$ cat config.mk
export PLATFORM = sky130hd
export DESIGN_NAME = circular_deque_ring_buffer_unit
export DESIGN_NICKNAME = d
export VERILOG_FILES = /design/src/hdl/cdrb_pkg.sv /design/src/hdl/cdrb_ram.sv /design/src/hdl/cdrb_ctrl.sv /design/src/hdl/cdrb_datapath.sv /design/src/hdl/circular_deque_ring_buffer_unit.sv
export SDC_FILE = /design/constraint.sdc
export NUM_CORES = 2
export LEC_CHECK = 0
export BUFFER_PORTS_ARGS = -buffer_cell sky130_fd_sc_hd__buf_2
export CAP_MARGIN = 10
export CORE_MARGIN = 10
export CORE_UTILIZATION = 50
export DETAILED_ROUTE_END_ITERATION = 8
export PLACE_DENSITY = 0.61
export SYNTH_ARGS = -nofsm -noshare
export SYNTH_HDL_FRONTEND = slang
export SYNTH_SLANG_ARGS = --single-unit
$ cat constraint.sdc
create_clock -name aclk -period 6.3 [get_ports aclk]
set_input_delay 0.945 -clock aclk [delete_from_list [all_inputs] [get_ports aclk]]
set_output_delay 0.945 -clock aclk [all_outputs]
set_load 0.05 [all_outputs]
$ cat src/hdl/cdrb_pkg.sv
// ----------------------------------------------------------------------------
// cdrb_pkg
// Shared types and codes for the circular deque ring buffer.
// ----------------------------------------------------------------------------
`default_nettype none

package cdrb_pkg;

    // Field widths fixed by the stream format
    localparam int ACTION_W  = 2;
    localparam int VALUE_W   = 32;
    localparam int STATUS_W  = 2;
    localparam int S_TDATA_W = 32;  // value
    localparam int S_TUSER_W = 8;   // action, zero filled to a byte
    localparam int M_TDATA_W = 32;  // popped_value
    localparam int M_TUSER_W = 8;   // status, is_empty, is_full, zero filled

    // Action codes
    localparam logic [ACTION_W-1:0] ACT_PUSH_BACK  = 2'd0;
    localparam logic [ACTION_W-1:0] ACT_PUSH_FRONT = 2'd1;
    localparam logic [ACTION_W-1:0] ACT_POP_FRONT  = 2'd2;
    localparam logic [ACTION_W-1:0] ACT_UNUSED     = 2'd3;

    // Status codes
    localparam logic [STATUS_W-1:0] STS_DONE       = 2'd0;
    localparam logic [STATUS_W-1:0] STS_FULL       = 2'd1;
    localparam logic [STATUS_W-1:0] STS_EMPTY      = 2'd2;

    // Controller to datapath commands
    typedef struct packed {
        logic step;     // execute the beat on the input channel
        logic hold;     // result on show, keep pointers and read data
    } cdrb_cmd_t;

endpackage

`default_nettype wire

$ cat src/hdl/cdrb_ram.sv
// ----------------------------------------------------------------------------
// cdrb_ram
// Generic single write port, single read port RAM with registered read.
// ----------------------------------------------------------------------------
`default_nettype none

module cdrb_ram #(
    parameter int WIDTH = 32,
    parameter int DEPTH = 128
) (
    input  wire logic                     aclk,
    input  wire logic                     we,
    input  wire logic [$clog2(DEPTH)-1:0] waddr,
    input  wire logic [WIDTH-1:0]         wdata,
    input  wire logic                     re,
    input  wire logic [$clog2(DEPTH)-1:0] raddr,
    output logic      [WIDTH-1:0]         rdata
);

    logic [WIDTH-1:0] mem [DEPTH];

    always_ff @(posedge aclk) begin
        if (we) begin
            mem[waddr] <= wdata;
        end
        if (re) begin
            rdata <= mem[raddr];
        end
    end

endmodule

`default_nettype wire

$ cat src/hdl/cdrb_ctrl.sv
// ----------------------------------------------------------------------------
// cdrb_ctrl
// Handshake controller: takes one beat, then shows its result until taken.
// ----------------------------------------------------------------------------
`default_nettype none

module cdrb_ctrl (
    input  wire logic                aclk,
    input  wire logic                aresetn,
    input  wire logic                s_tvalid,
    output logic                     s_tready,
    output logic                     m_tvalid,
    input  wire logic                m_tready,
    output cdrb_pkg::cdrb_cmd_t      cmd
);

    localparam logic ST_IDLE = 1'b0;
    localparam logic ST_OUT  = 1'b1;

    logic state_reg;
    logic state_next;

    always_comb begin
        state_next = state_reg;
        unique case (state_reg)
            ST_IDLE: begin
                if (s_tvalid) begin
                    state_next = ST_OUT;
                end
            end
            ST_OUT: begin
                if (m_tready) begin
                    state_next = ST_IDLE;
                end
            end
            default: state_next = ST_IDLE;
        endcase
    end

    always_ff @(posedge aclk) begin
        if (!aresetn) begin
            state_reg <= ST_IDLE;
        end else begin
            state_reg <= state_next;
        end
    end

    assign s_tready = (state_reg == ST_IDLE);
    assign m_tvalid = (state_reg == ST_OUT);
    assign cmd.step = s_tvalid && (state_reg == ST_IDLE);
    assign cmd.hold = (state_reg == ST_OUT);

endmodule

`default_nettype wire

$ cat src/hdl/cdrb_datapath.sv
// ----------------------------------------------------------------------------
// cdrb_datapath
// Head/tail pointers, empty flag, slot memory and result registers.
// ----------------------------------------------------------------------------
`default_nettype none

module cdrb_datapath #(
    parameter int DEPTH      = 128,
    parameter int DATA_WIDTH = 32
) (
    input  wire logic                               aclk,
    input  wire logic                               aresetn,
    input  wire cdrb_pkg::cdrb_cmd_t                cmd,
    input  wire logic [cdrb_pkg::ACTION_W-1:0]      action,
    input  wire logic [cdrb_pkg::VALUE_W-1:0]       value,
    output logic      [cdrb_pkg::VALUE_W-1:0]       popped_value,
    output logic      [cdrb_pkg::STATUS_W-1:0]      status,
    output logic                                    is_empty,
    output logic                                    is_full
);

    localparam int AW = $clog2(DEPTH);
    localparam logic [AW-1:0] IDX_LAST = AW'(DEPTH - 1);
    localparam logic [AW-1:0] IDX_ZERO = '0;

    logic [AW-1:0]               head_reg, head_next;
    logic [AW-1:0]               tail_reg, tail_next;
    logic                        empty_reg, empty_next;
    logic [cdrb_pkg::STATUS_W-1:0] status_reg, status_next;
    logic                        pop_ok_reg, pop_ok_next;

    logic [AW-1:0]         tail_inc, head_inc, head_dec;
    logic                  full_now;
    logic                  ram_we, ram_re;
    logic [AW-1:0]         ram_waddr;
    logic [DATA_WIDTH-1:0] ram_wdata, ram_rdata;

    // wrap without a modulo so any depth works
    assign tail_inc = (tail_reg == IDX_LAST) ? IDX_ZERO : tail_reg + AW'(1);
    assign head_inc = (head_reg == IDX_LAST) ? IDX_ZERO : head_reg + AW'(1);
    assign head_dec = (head_reg == IDX_ZERO) ? IDX_LAST : head_reg - AW'(1);
    assign full_now = !empty_reg && (tail_inc == head_reg);

    generate
        if (DATA_WIDTH <= cdrb_pkg::VALUE_W) begin : g_narrow
            assign ram_wdata = value[DATA_WIDTH-1:0];
        end else begin : g_wide
            assign ram_wdata = {{(DATA_WIDTH - cdrb_pkg::VALUE_W){1'b0}}, value};
        end
    endgenerate

    always_comb begin
        head_next   = head_reg;
        tail_next   = tail_reg;
        empty_next  = empty_reg;
        status_next = status_reg;
        pop_ok_next = pop_ok_reg;
        ram_we      = 1'b0;
        ram_waddr   = IDX_ZERO;
        ram_re      = 1'b0;
        if (cmd.step) begin
            status_next = cdrb_pkg::STS_DONE;
            pop_ok_next = 1'b0;
            unique case (action)
                cdrb_pkg::ACT_PUSH_BACK, cdrb_pkg::ACT_PUSH_FRONT: begin
                    priority if (full_now) begin
                        status_next = cdrb_pkg::STS_FULL;
                    end else if (empty_reg) begin
                        // first entry always lands in slot zero
                        head_next  = IDX_ZERO;
                        tail_next  = IDX_ZERO;
                        empty_next = 1'b0;
                        ram_we     = 1'b1;
                        ram_waddr  = IDX_ZERO;
                    end else if (action == cdrb_pkg::ACT_PUSH_BACK) begin
                        tail_next = tail_inc;
                        ram_we    = 1'b1;
                        ram_waddr = tail_inc;
                    end else begin
                        head_next = head_dec;
                        ram_we    = 1'b1;
                        ram_waddr = head_dec;
                    end
                end
                cdrb_pkg::ACT_POP_FRONT: begin
                    if (empty_reg) begin
                        status_next = cdrb_pkg::STS_EMPTY;
                    end else begin
                        ram_re      = 1'b1;
                        pop_ok_next = 1'b1;
                        if (head_reg == tail_reg) begin
                            head_next  = IDX_ZERO;
                            tail_next  = IDX_ZERO;
                            empty_next = 1'b1;
                        end else begin
                            head_next = head_inc;
                        end
                    end
                end
                cdrb_pkg::ACT_UNUSED: begin
                end
                default: begin
                end
            endcase
        end
    end

    always_ff @(posedge aclk) begin
        if (!aresetn) begin
            head_reg   <= IDX_ZERO;
            tail_reg   <= IDX_ZERO;
            empty_reg  <= 1'b1;
            status_reg <= cdrb_pkg::STS_DONE;
            pop_ok_reg <= 1'b0;
        end else begin
            head_reg   <= head_next;
            tail_reg   <= tail_next;
            empty_reg  <= empty_next;
            status_reg <= status_next;
            pop_ok_reg <= pop_ok_next;
        end
    end

    // read address is the head before the pop updates it
    cdrb_ram #(
        .WIDTH (DATA_WIDTH),
        .DEPTH (DEPTH)
    ) u_slots (
        .aclk  (aclk),
        .we    (ram_we),
        .waddr (ram_waddr),
        .wdata (ram_wdata),
        .re    (ram_re && !cmd.hold),
        .raddr (head_reg),
        .rdata (ram_rdata)
    );

    generate
        if (DATA_WIDTH >= cdrb_pkg::VALUE_W) begin : g_out_trunc
            assign popped_value = pop_ok_reg ? ram_rdata[cdrb_pkg::VALUE_W-1:0] : '0;
        end else begin : g_out_ext
            assign popped_value = pop_ok_reg ?
                {{(cdrb_pkg::VALUE_W - DATA_WIDTH){1'b0}}, ram_rdata} : '0;
        end
    endgenerate

    assign status   = status_reg;
    assign is_empty = empty_reg;
    assign is_full  = full_now;

endmodule

`default_nettype wire

$ cat src/hdl/circular_deque_ring_buffer_unit.sv
// ----------------------------------------------------------------------------
// circular_deque_ring_buffer_unit
// Fixed-depth deque: push at back, push at front, pop from front.
// ----------------------------------------------------------------------------
//  channel | dir | tdata           | tuser
//  s_      | in  | [31:0] value    | [1:0] action
//  m_      | out | [31:0] popped   | [1:0] status, [2] is_empty, [3] is_full
//
//  Each beat is accepted, then its result is on show from the next cycle.
//  Pop data comes from the registered read of the slot RAM. The next beat
//  is taken the cycle after the result is taken.
//  Synchronous active-low reset empties the deque; slots are not cleared.
//  m_tready low holds the result and keeps s_tready low.
// ----------------------------------------------------------------------------
`default_nettype none

module circular_deque_ring_buffer_unit #(
    parameter int DEPTH      = 128,
    parameter int DATA_WIDTH = 32
) (
    input  wire logic                          aclk,
    input  wire logic                          aresetn,
    input  wire logic                          s_tvalid,
    output logic                               s_tready,
    input  wire logic [cdrb_pkg::S_TDATA_W-1:0] s_tdata,  // [31:0] value
    input  wire logic [cdrb_pkg::S_TUSER_W-1:0] s_tuser,  // [1:0] action
    output logic                               m_tvalid,
    input  wire logic                          m_tready,
    output logic      [cdrb_pkg::M_TDATA_W-1:0] m_tdata,  // [31:0] popped_value
    output logic      [cdrb_pkg::M_TUSER_W-1:0] m_tuser   // [1:0] status, [2] is_empty,
                                                          // [3] is_full
);

    cdrb_pkg::cdrb_cmd_t                cmd;
    logic [cdrb_pkg::VALUE_W-1:0]       popped_value;
    logic [cdrb_pkg::STATUS_W-1:0]      status;
    logic                               is_empty;
    logic                               is_full;
    logic [cdrb_pkg::S_TUSER_W-1:0]     unused_tuser;

    assign unused_tuser = s_tuser;

    cdrb_ctrl u_ctrl (
        .aclk     (aclk),
        .aresetn  (aresetn),
        .s_tvalid (s_tvalid),
        .s_tready (s_tready),
        .m_tvalid (m_tvalid),
        .m_tready (m_tready),
        .cmd      (cmd)
    );

    cdrb_datapath #(
        .DEPTH      (DEPTH),
        .DATA_WIDTH (DATA_WIDTH)
    ) u_datapath (
        .aclk         (aclk),
        .aresetn      (aresetn),
        .cmd          (cmd),
        .action       (unused_tuser[cdrb_pkg::ACTION_W-1:0]),
        .value        (s_tdata[cdrb_pkg::VALUE_W-1:0]),
        .popped_value (popped_value),
        .status       (status),
        .is_empty     (is_empty),
        .is_full      (is_full)
    );

    assign m_tdata = popped_value;
    assign m_tuser = {{(cdrb_pkg::M_TUSER_W - cdrb_pkg::STATUS_W - 2){1'b0}},
                      is_full, is_empty, status};

endmodule

`default_nettype wire
### Word-level counts from Yosys, hierarchy flattened

Memory sizes are Yosys's and may differ from the RTL's. A register that Yosys moved wholly into a read port is not among the register bits.
Index checks and enable logic that the tools add are counted.

* memory bits (writable): 4096
* logic and storage cells: 73
* latch bits: 0
* register bits after elaboration: 19
* memories: 1
* input port bits: 44
* output and inout bits: 42
* ROM bits: 0

Memories
* u_datapath.u_slots.mem: words 128, width 32, rd ports 1, clocked after memory_dff 1, wr ports 1, RTL line cdrb_ram.sv:20 `logic [WIDTH-1:0] mem [DEPTH];`

* magnitude comparators: 0
* bitwise gates (word level): 1
* multipliers: 0
* add/subtract/negate cells: 3
* equality and inequality tests: 11
* reduce and logical (&&, ||, !) cells: 12
* mux-type cells: 39
* shift operators: 0
* divide/modulo/power cells: 0

Operators by type and width (count)
* 2-to-1 mux 7 bit: 18
* 2-to-1 mux 32 bit: 1
* one-hot mux 7 bit (2 select lines): 2
* adder 7 x 1 -> 7 bit, second input constant: 2
* equality test 7 bit: 2
* equality test 7 bit, second input constant: 2
* 2-to-1 mux 1 bit: 14
* zero test 7 bit: 1
* subtractor 7 x 1 -> 7 bit, second input constant: 1
* AND reduction 6 bit: 1
* AND reduction 5 bit: 1
* != test 2 bit, second input constant: 2
* one-hot mux 1 bit (2 select lines): 2
* one-hot mux 2 bit (2 select lines): 1
* logical AND 1 bit: 3
* != test 3 x 1 -> 1 bit, second input constant: 1
* != test 3 x 2 -> 1 bit, second input constant: 1
* AND reduction 3 bit: 1
* equality test 2 x 1 -> 1 bit, second input constant: 1
* equality test 2 bit, second input constant: 1
* zero test 1 bit: 2
* zero test 2 bit: 1
* 2-to-1 mux 2 bit: 1
* != test 2 x 1 -> 1 bit, second input constant: 1
* 3 further kinds: 3

### Logic depth before layout (Yosys ltp)

* depth in word-level cells: 9
* gate-level depth with buffers: 14
* depth with buffers taken out: 9

### Modules after synthesis

Synthesis repeated with hierarchy kept, for this count alone.

* cell total of the unflattened synthesis: 6270
* area, all modules: 158515.8 um2

By module, submodules not included
* cdrb_ram: area an instance 156596.4 um2, cells an instance 5990, instances 1, sequential area each 123958.9 um2
* cdrb_datapath: area an instance 1819.2 um2, cells an instance 267, instances 1, sequential area each 360.3 um2
* cdrb_ctrl: area an instance 51.3 um2, cells an instance 6, instances 1, sequential area each 20.0 um2
* circular_deque_ring_buffer_unit: area an instance 48.8 um2, cells an instance 7, instances 1, sequential area each 0.0 um2

### Worst setup path after synthesis

Ideal clock, no wire load.

* kind: reg-to-reg
* from: reg u_datapath.head_reg[1]
* to: mem u_datapath.u_slots.mem[12][0], enable pin
* cell stages (with the launch flop): 15
* arrival: 4.292 ns
* path buffers: 5
* slack: 1.587 ns
* cell sequence: dfxtp_1 -> buf_4 -> buf_2 -> inv_2 -> buf_2 -> buf_2 -> clkbuf_1 -> ha_1 -> xor2_1 -> nor2_1 -> a221oi_1 -> and2b_1 -> and2_1 -> nand3_1 -> nor2_1

* word-level cells in the longest chain between the ends: 7
* elaborated cells on any way between the ends: 15

RTL lines
* start: declaration: RTL line cdrb_datapath.sv:26 `logic [AW-1:0] head_reg, head_next;`
* start signal: assignment: RTL line cdrb_datapath.sv:116 `head_reg <= head_next;`
* subtractor 7 x 1 -> 7 bit (tied with other cells): RTL line cdrb_datapath.sv:41 `assign head_dec = (head_reg == IDX_ZERO) ? IDX_LAST : head_reg - AW'(1);`
* 2-to-1 mux 7 bit / logical AND 1 bit (equally long branches): RTL line cdrb_datapath.sv:41, cdrb_datapath.sv:42
* 2-to-1 mux 7 bit / 2-to-1 mux 1 bit (equally long branches): RTL line cdrb_datapath.sv:75, cdrb_datapath.sv:66
* 2-to-1 mux 7 bit / 2-to-1 mux 1 bit (equally long branches): RTL line cdrb_datapath.sv:68, cdrb_datapath.sv:64
* 2-to-1 mux 7 bit / 2-to-1 mux 1 bit (equally long branches): RTL line cdrb_datapath.sv:66, cdrb_datapath.sv:61
* 2-to-1 mux 7 bit / 2-to-1 mux 1 bit (equally long branches): RTL line cdrb_datapath.sv:64, cdrb_ram.sv:23
* 2-to-1 mux 7 bit / 2-to-1 mux 1 bit (equally long branches): RTL line cdrb_datapath.sv:61, cdrb_ram.sv:24
* end: declaration: RTL line cdrb_ram.sv:20

Parallel ways exist; a longest one is shown, timed or not.

### Worst setup path in the final report

* from: reg u_datapath.tail_reg[0]
* to: mem u_datapath.u_slots.mem[62][18], enable pin

* word-level cells in the longest chain between the ends: 9
* elaborated cells on any way between the ends: 15

RTL lines
* start: declaration: RTL line cdrb_datapath.sv:27 `logic [AW-1:0] tail_reg, tail_next;`
* start signal: assignment: RTL line cdrb_datapath.sv:117 `tail_reg <= tail_next;`
* adder 7 x 1 -> 7 bit / equality test 7 bit (equally long branches): RTL line cdrb_datapath.sv:39 `assign tail_inc = (tail_reg == IDX_LAST) ? IDX_ZERO : tail_reg + AW'(1);`
* 2-to-1 mux 7 bit *: RTL line cdrb_datapath.sv:39
* equality test 7 bit: RTL line cdrb_datapath.sv:42 `assign full_now = !empty_reg && (tail_inc == head_reg);`
* logical AND 1 bit: RTL line cdrb_datapath.sv:42
* 2-to-1 mux 1 bit: RTL line cdrb_datapath.sv:66 `priority if (full_now) begin`
* 2-to-1 mux 1 bit: RTL line cdrb_datapath.sv:64 `unique case (action)`
* 2-to-1 mux 1 bit: RTL line cdrb_datapath.sv:61 `if (cmd.step) begin`
* 2-to-1 mux 1 bit: RTL line cdrb_ram.sv:23 `if (we) begin`
* 2-to-1 mux 1 bit (implied by the code): RTL line cdrb_ram.sv:24 `mem[waddr] <= wdata;`

Every way passes the cells marked *; elsewhere a longest branch is shown, timed or not.

==> flow_summary.ini <==
[status]
outcome = finished clean

[worst_setup_path]
r2r_slack_ps = 1180
r2r-end = u_datapath.u_slots.mem[62][18]
worstPathArrival_ps = 5760
rr_worst_depth = 9
crit_path_end_kind = register
crit_fanout = 20
endpoint = u_datapath.u_slots.mem[62][18]
crit_required_ps = 6940
startpoint = u_datapath.tail_reg[0]
r2r_start = u_datapath.tail_reg[0]
worstSetupStartpointType = register
critPathKind = reg2reg

[sta]
whs_ps = 247
worst_pin_slew_ps = 1470
hold_viol = 0
rsz0062_at_grt = no
setup_tns_ps = 0
post-route-min-period_ps = 5120
slew-limit-headroom_pct = 1.78
min_period_over_period_pct = 81.3
slew_violations = 0
clock_skew_ps = 72.7
max_freq_mhz = 195
setup_violations = 0

[floorplanning]
rows = 207
ios = 86
core-area_um2 = 319000
dieArea_um2 = 344000
initial_utilization_pct = 50.3
fp.dieH_um = 587
fp.dieW_um = 587

[yosys]
yosysWarnings = 0
synth.largest_area_cell = edfxtp_1
synth.avg_cell_area_um2 = 21.7
ys_types = 84
ys_ff_latch = 4147
netlist_area_um2 = 160000
synth_top_area_share_pct = 77.2
synth_most_common_cell = edfxtp_1
synth-seq-area-share_pct = 77.5
synth_enable_flop_cells = 4128
dominantRegCellSynth = edfxtp_1
yosys-top-cells-count = edfxtp_1, mux4_2, nand2_1
synthCells = 7399
synthTopCellsByArea = edfxtp_1, mux4_2, mux2i_1, nand2_1, nor2_1
async_reset_ff_share_pct = 0

[cells_and_area]
n_fill_cell = 23400
final_layout_size_suffix_gt1_share_pct = 27.2
top_register = u_datapath.u_slots.mem
multi_input_area_um2 = 34500
seq_area_um2 = 124000
syn_to_final_growth_pct = 12.7
fin_nets = 7860
largestRegisters = u_datapath.u_slots.mem (4096), u_datapath.u_slots.rdata (32)
largest_register_ffs = 4096

[routing]
drt_first_pass_iters = 6
drcViolationCount = 0
drt-total-wl_um = 471000
vias = 81200
routedWlPerCell_um = 37.8
dr.first_iter.drc_count = 11700
vias_per_cell = 6.52
ant_nets = 0

[clock_network]
clkTransAtPathRegs_ps = 60
postCtsSetupBuffers = 0
clkSinkCount = 4147
worst_skew_pair.late_latency_ps = 1000
cts-root-buf = clkbuf_16
cts_tree = done
cts_max_path_buffers = 4
cts_made_buffers = 414
cts_hold_buf = 0
cts.repair.resized = 0
htreeDepth = 5

[power_and_ir_drop]
irDropWorstVdd_mv = 0.255
p_leak_nw = 55.5
power.density_nw_per_um2 = 322

[grt]
grt_pass1_wl_um = 650000
grt_start_max_net_pins = 129
grtUsageTotal_pct = 26.7
antenna_found_initial = 40
first_global_vias = 80700
globalRouteOverflowTotal = 0

[hold_path]
hold_path_class = in2reg

[placed_design]
routabilityCongestion = 0.957
port_buffers = 75
dp_hpwl_um = 269000

[run]
maxCapViolCount = 0
[logic make-up (layout without fill, tap and decap cells)]
family | Yosys count | in the layout | share of synthesized area [%]
mux | 1266 | 1266 | 15.7
xor+xnor | 15 | 15 | 0.0904
fa+ha+maj | 4 | 4 | 0.0312
buf+inv | 428 | 1179 | 1.64
compound gates | 573 | 573 | 2.40
flops | 4147 | 4147 | 77.5
other cells | 1 | 19 | 0.00234
simple gates | 965 | 965 | 2.63
[power by group]
part,switching (W),total [W],internal [W],leakage [nW]
Sequential,0.0000391,0.0304,0.0304,37.3
Clock,0.0106,0.0241,0.0135,6.42
Combinational,0.00237,0.00361,0.00125,11.8
Total,0.0130,0.0581,0.0451,55.5
[metal layers]
layer  up-vias  track usage (%)  routed length [um]
met3       936             6.23               49600
met1     43800             36.8              178000
li1      31900                -                   -
met4        14             11.1               22900
met2      4578             41.6              221000
met5         -                0                 110
[per-stage QoR]
| step | cells | setup slack [ps] | area (um2) | total power [W] | utilization, % |
|---|---|---|---|---|---|
| 2_1_floorplan | 7402 | 1590 | 160000 | 0.0330 | - |
| 3_3_place_gp | 11700 | 1300 | 168000 | 0.0346 | 52.6 |
| 3_5_place_dp | 11700 | 1340 | 168000 | 0.0346 | 52.6 |
| 4_1_cts | 12400 | 1310 | 181000 | 0.0584 | 56.7 |
| 5_1_grt | 12400 | 1080 | 181000 | 0.0596 | 56.7 |
| 6_report | 12500 | 1180 | 181000 | 0.0581 | 56.7 |
[cell usage in the layout, fill, tap and decap left out, types with 11 or more instances in the layout]
cell and n:
clkinvlp_4 17, clkinv_1 90, and2_1 40, o22ai_1 67
nor2_1 127, a311oi_1 12, buf_2 44, nand3_1 107
clkbuf_16 417, o21ai_0 81, nor2_4 126, edfxtp_1 4128
o221ai_1 22, mux2i_1 214, buf_4 341, a31oi_1 47
and3_1 34, bufinv_16 32, mux2_2 52, nand4_1 11
a2111oi_0 14, clkbuf_1 82, clkinv_2 93, nand2_1 428
a21oi_1 130, nor3_1 26, a32oi_1 20, clkinv_16 11
o211ai_1 14, a22oi_1 33, a211oi_1 25, diode_2 15
buf_12 23, dfxtp_1 11, mux4_2 998, a221oi_1 38
[worst min path at each step]
stage                                      start                endpoint  slack (ps)  depth (start not counted)
after global routing                    m_tready         u_ctrl.m_tvalid         260                          3
after floorplan           u_datapath.tail_reg[5]  u_datapath.tail_reg[5]         500                          2
after detailed placement    u_datapath.status[0]    u_datapath.status[0]         460                          2
final                                   m_tready         u_ctrl.m_tvalid         250                          3
after CTS                               m_tready         u_ctrl.m_tvalid         200                          3
after global placement      u_datapath.status[0]    u_datapath.status[0]         450                          2
[layout make-up]
cell class	count	share of cell area, %
antenna	15	0.0208
clock buffer	499	5.94
clock inverter	258	1.35
inverter	13	0.0387
multi-input combinational	2827	19.1
sequential	4147	68.8
tap	4284	2.96
timing repair buffer	409	1.81
[worst max-delay path, cell delays in order, from the launching register on]
cell and delay (ps):
dfxtp_1 570, ha_1 390, nand2_1 110, nor2_1 360
a211oi_1 110, a211o_1 350, a21oi_2 600, nand2_2 810
nor2_4 1120, buf_4 310
(Power assumes the default switching activity.)
